==> src/rtl/npa_pkg.sv <==
package npa_pkg;

    localparam int unsigned DENS_W  = 32;
    localparam int unsigned AREA_W  = 32;
    localparam int unsigned NORM_W  = 16;
    localparam int unsigned CENT_W  = 32;
    localparam int unsigned VEL_W   = 24;
    localparam int unsigned OUT_W   = 48;

    localparam int unsigned DOT_W   = 41;   // signed v.n
    localparam int unsigned DMAG_W  = 40;   // |v.n|
    localparam int unsigned CROSS_W = 49;   // signed c x n component
    localparam int unsigned KMAG_W  = 48;
    localparam int unsigned BASE1_W = 64;   // rho * area

    localparam int unsigned MUL_A_W = 144;
    localparam int unsigned MUL_B_W = 48;
    localparam int unsigned MUL_P_W = 192;

    localparam int unsigned FORCE_SHIFT  = 90;
    localparam int unsigned TORQUE_SHIFT = 106;

    localparam logic [OUT_W-1:0] OUT_POS_MAX = 48'h7FFF_FFFF_FFFF;
    localparam logic [OUT_W-1:0] OUT_NEG_MAG = 48'h8000_0000_0000;

    localparam int unsigned N_TERMS = 6;

    typedef enum logic [1:0] {
        ST_OK     = 2'd0,
        ST_AWAY   = 2'd1,
        ST_ZERO_V = 2'd2
    } npa_status_t;

    typedef struct packed {
        npa_status_t                     status;
        logic [N_TERMS-1:0]              neg;
        logic [N_TERMS-1:0][KMAG_W-1:0]  kmag;
        logic [DMAG_W-1:0]               dm;
        logic [BASE1_W-1:0]              base1;
    } npa_item_t;

    typedef struct packed {
        npa_status_t        status;
        logic [N_TERMS-1:0] neg;
    } npa_meta_t;

    typedef struct packed {
        logic push;
        logic pop;
    } npa_qctl_t;

    typedef struct packed {
        logic not_empty;
        logic full;
    } npa_qstat_t;

endpackage

==> src/rtl/npa_queue.sv <==
module npa_queue (
    input  logic                 clk,
    input  logic                 rst_n,
    input  npa_pkg::npa_qctl_t   ctl,
    input  npa_pkg::npa_item_t   wr_item,
    output npa_pkg::npa_item_t   head,
    output npa_pkg::npa_qstat_t  stat
);
    import npa_pkg::*;

    localparam int unsigned DEPTH = 4;
    localparam int unsigned PTR_W = $clog2(DEPTH);

    npa_item_t          mem_reg [DEPTH];
    logic [PTR_W-1:0]   wr_ptr_reg;
    logic [PTR_W-1:0]   rd_ptr_reg;
    logic [PTR_W:0]     count_reg;
    logic [PTR_W:0]     count_next;

    assign stat.not_empty = (count_reg != '0);
    assign stat.full      = (count_reg == (PTR_W+1)'(DEPTH));
    assign head           = mem_reg[rd_ptr_reg];

    always_comb
    begin
        count_next = count_reg;
        case ({ctl.push, ctl.pop})
            2'b10:   count_next = count_reg + 1'b1;
            2'b01:   count_next = count_reg - 1'b1;
            default: count_next = count_reg;
        endcase
    end

    always_ff @(posedge clk or negedge rst_n)
    begin
        if (!rst_n)
        begin
            wr_ptr_reg <= '0;
            rd_ptr_reg <= '0;
            count_reg  <= '0;
        end
        else
        begin
            if (ctl.push)
                wr_ptr_reg <= wr_ptr_reg + 1'b1;
            if (ctl.pop)
                rd_ptr_reg <= rd_ptr_reg + 1'b1;
            count_reg <= count_next;
        end
    end

    always_ff @(posedge clk)
    begin
        if (ctl.push)
            mem_reg[wr_ptr_reg] <= wr_item;
    end

endmodule

==> config.mk <==
export PLATFORM = sky130hd
export DESIGN_NAME = npa_queue
export DESIGN_NICKNAME = d
export VERILOG_FILES = /design/src/rtl/npa_pkg.sv /design/src/rtl/npa_queue.sv
export SDC_FILE = /design/constraint.sdc
export NUM_CORES = 1
export LEC_CHECK = 0
export BUFFER_PORTS_ARGS = -buffer_cell sky130_fd_sc_hd__buf_2
export CAP_MARGIN = 0
export CORE_MARGIN = 2
export CORE_UTILIZATION = 59
export CTS_BUF_LIST = sky130_fd_sc_hd__clkbuf_2 sky130_fd_sc_hd__clkbuf_4 sky130_fd_sc_hd__clkbuf_8
export DETAILED_ROUTE_END_ITERATION = 8
export PLACE_DENSITY_LB_ADDON = 0.15
export SLEW_MARGIN = 10
export SYNTH_ARGS = -nofsm -noshare
export SYNTH_HDL_FRONTEND = slang
export SYNTH_SLANG_ARGS = --single-unit
==> constraint.sdc <==
create_clock -name clk -period 13.7 [get_ports clk]
set_input_delay 0.685 -clock clk [delete_from_list [all_inputs] [get_ports clk]]
set_output_delay 0.685 -clock clk [all_outputs]
set_load 0.01 [all_outputs]
==> metrics.md <==
| Metric | Value |
|---|---|
| CTS resizes | 0 |
| Synthesized cell area | 58500 um2 |
| Async SR Flop Fraction | 0.436% |
| Largest family of logic cells by synthesized area | multiplexers |
| CTS root buffer | clkbuf_8 |
| Number of flops mapped to enable cells by yosys | 1600 |
| Total GRT Usage | 26.1% |
| DR iter-0 viols | 2445 |
| Synth Area in Simple Gates | 0.0835% |
| Period Utilization, post-route | 43.8% |
| Total core area | 98300 um2 |
| Seq/Total Area, Yosys | 82.5% |
| RSZ-0062 raised after global routing | no |
| Synthesized instance count | 2126 |
| Crit path buf inv count | 4 |
| Final Max Tran Viols | 0 |
| Drt via density | 5.69 |
| Floorplan row count | 115 |
| Pwr dens | 206 nW/um2 |
| Antenna violations before repair | 20 |
| Layout cells sized above 1 | 43.6% |
| Clock-pin slew on the worst setup and hold paths | 60 ps |
| Nets | 3924 |
| Post-synthesis mux area share | 15.4% |
| First-pass GRT wire length | 194000 um |
| Clock Latency Late Sink | 890 ps |
| Outcome | finished clean |
| DRT antenna net count | 0 |
| Syn_nets | 2536 |
| Worst path slowest cell | dfrtp_4 |
| Max_cap viols | 0 |
| Hold/Removal Path Class | in -> async |
| Clock skew | 35.1 ps |
| IO Pins | 806 |
| CP cell instances | buf_4 -> buf_4 -> buf_4 -> mux4_2 -> buf_2 |
| CP Capture Type | output port |
| Max transition margin | 25.9% |
| Die Wd | 319 um |
| Final wirelength | 131000 um |
| Congestion Overflow GR | 0 |
| Synth area leader | edfxtp_1 |
| Setup Total Neg Slack | 0 ps |
| Worst EP arrival | 5320 ps |
| Starting Density | 59.5% |
| CP Launch Type | flip-flop |
| Final setup vio count | 0 |
| CTS max path bufs | 3 |
| Minimum clock period | 6000 ps |
| Crit Path Max Fanout | 67 |
| Most frequent cell after synthesis | edfxtp_1 |
| CTS Buf Count | 237 |
| Mean post-synth cell area | 27.5 um2 |
| GPL Wtd Cong | 0.786 |
| Largest stage delay, worst path | 1050 ps |
| Final Hold Violating Endpoints | 0 |
| Die area | 102000 um2 |
| CTS tree | built |
| Area share of the largest cell type after synthesis | 82.2% |
| Chip Height | 319 um |
| Fmax | 167 MHz |
| Compound-Gate Fraction of Synth Area | 0.00856% |
| Ys Warns | 0 |
| Largest net degree at the start of global routing | 159 |
| WL per Instance | 26.2 um |
| Setup CP Type | reg -> out |
| Post-route cell area | 72000 um2 |
| Yosys reg bits | 1607 |
| Main flop type after synthesis | edfxtp_1 |
| Area growth from synthesis to layout | 23.1% |
| Most Frequent Cell on Critical Path | buf_4 |
| Pleak | 24.9 nW |
| Library cells used by synthesis | 21 |
| Worst Tran Pin Value | 1110 ps |
| Port Buffer Count | 805 |
| Max reg flops | 1600 |
| Xor/xnor share of the synthesized area | 0.0899% |
| Placed Area | 63400 um2 |
| 1st-pass router iterations | 7 |
| Top cells by count, synth | edfxtp_1 (1600), mux4_2 (400), buf_2 (41) |
| H-Tree Depth | 4 |
| Top post-synthesis cells by area | edfxtp_1 (82%), mux4_2 (15%), buf_12 (1.1%) |
| DRC Markers | 0 |
| Vias in the first global route | 30500 |
| HPWL Detailed | 81100 um |
| Num Clock Sinks | 1607 |
| Adder-cell share of the synthesized area | 0.141% |
| WP data required | 13020 ps |
| FF-to-FF setup slack | 9320 ps |
| DR vias | 28400 |
| Max VDD drop | 0.176 mV |
| Delay-heaviest family, CP | buffers and inverters |
-- power by group --
part / internal [mW] / switching [mW]
Clock: 1.92 / 1.71
Combinational: 1.92 / 2.57
Sequential: 6.44 / 0.234
Total: 10.3 / 4.52
-- final cells by class --
class                      count  area (um2)
sequential                  1607       48200
fill                        5491       26300
antenna                       21        52.6
clock buffer                 339        4040
tap                         1287        1610
clock inverter                73         448
timing repair buffer        1239        8370
inverter                       6        22.5
multi-input combinational    423        9220
-- cells by family (layout without fill, tap and decap cells) --
family                     Yosys count  count (layout)
muxes                              401             401
and+or+nand+nor                      9               9
AOI/OAI and AO/OA                    1               1
buffers and inverters               96            1657
xor gates and xnor gates             6               6
DFF                               1607            1607
other                                0              21
adders and majority gates            6               6
-- path summary, 6_finish.rpt --
path,from,end,depth (start not counted)
worst min register to register,count_reg[2]$_DFFE_PN0P_,count_reg[2]$_DFFE_PN0P_,1
worst max-delay path,rd_ptr_reg[1]$_DFFE_PN0P_,head[250],5
min in group clk,count_reg[2]$_DFFE_PN0P_,count_reg[2]$_DFFE_PN0P_,1
worst max register to register,wr_ptr_reg[0]$_DFFE_PN0P_,mem_reg[3][5]$_DFFE_PP_,5
worst min-delay path,rst_n,count_reg[1]$_DFFE_PN0P_,2
max in group asynchronous,rst_n,rd_ptr_reg[0]$_DFFE_PN0P_,2
-- per-layer routing --
metal	vias to the layer above	GRT usage (%)	routed length, um
met5	-	0	81
met1	14700	31.5	46300
met4	12	11.9	5770
li1	12100	-	-
met2	1285	43.1	67000
met3	279	8.73	11900
-- what timing repair did --
action,in CTS,in global routing
setup buffers,0,0
hold endpoints to repair,1611,0
endpoints found under the setup margin,0,0
hold buffers,403,0
-- metrics by stage --
step | power [mW] | hold slack, ps | cells | setup WS (ps) | util, %
3_3_place_gp | 11.1 | 467 | 4159 | 8630 | 64.5
3_5_place_dp | 11.2 | 502 | 4159 | 8620 | 64.5
4_1_cts | 14.9 | 58.9 | 4974 | 7570 | 73.2
6_report | 14.8 | 186 | 4995 | 7700 | 73.3
2_1_floorplan | 10.0 | 389 | 2126 | 3210 | -
5_1_grt | 15.4 | 134 | 4989 | 7460 | 73.2
-- cells in the final DEF (no fill, tap or decap), drive strengths merged --
cell / instances
edfxtp: 1600
buf: 836
dlygate4sd3: 403
mux4: 400
clkbuf: 339
clkinv: 59
diode: 21
inv: 12
dfrtp: 7
clkinvlp: 6
ha: 5
and2: 4
xor2: 4
xnor2: 2
nand2: 2
bufinv: 2
and3: 1
or3: 1
mux2i: 1
o21ai: 1
nor2: 1
fa: 1
(Power assumes the default switching activity.)
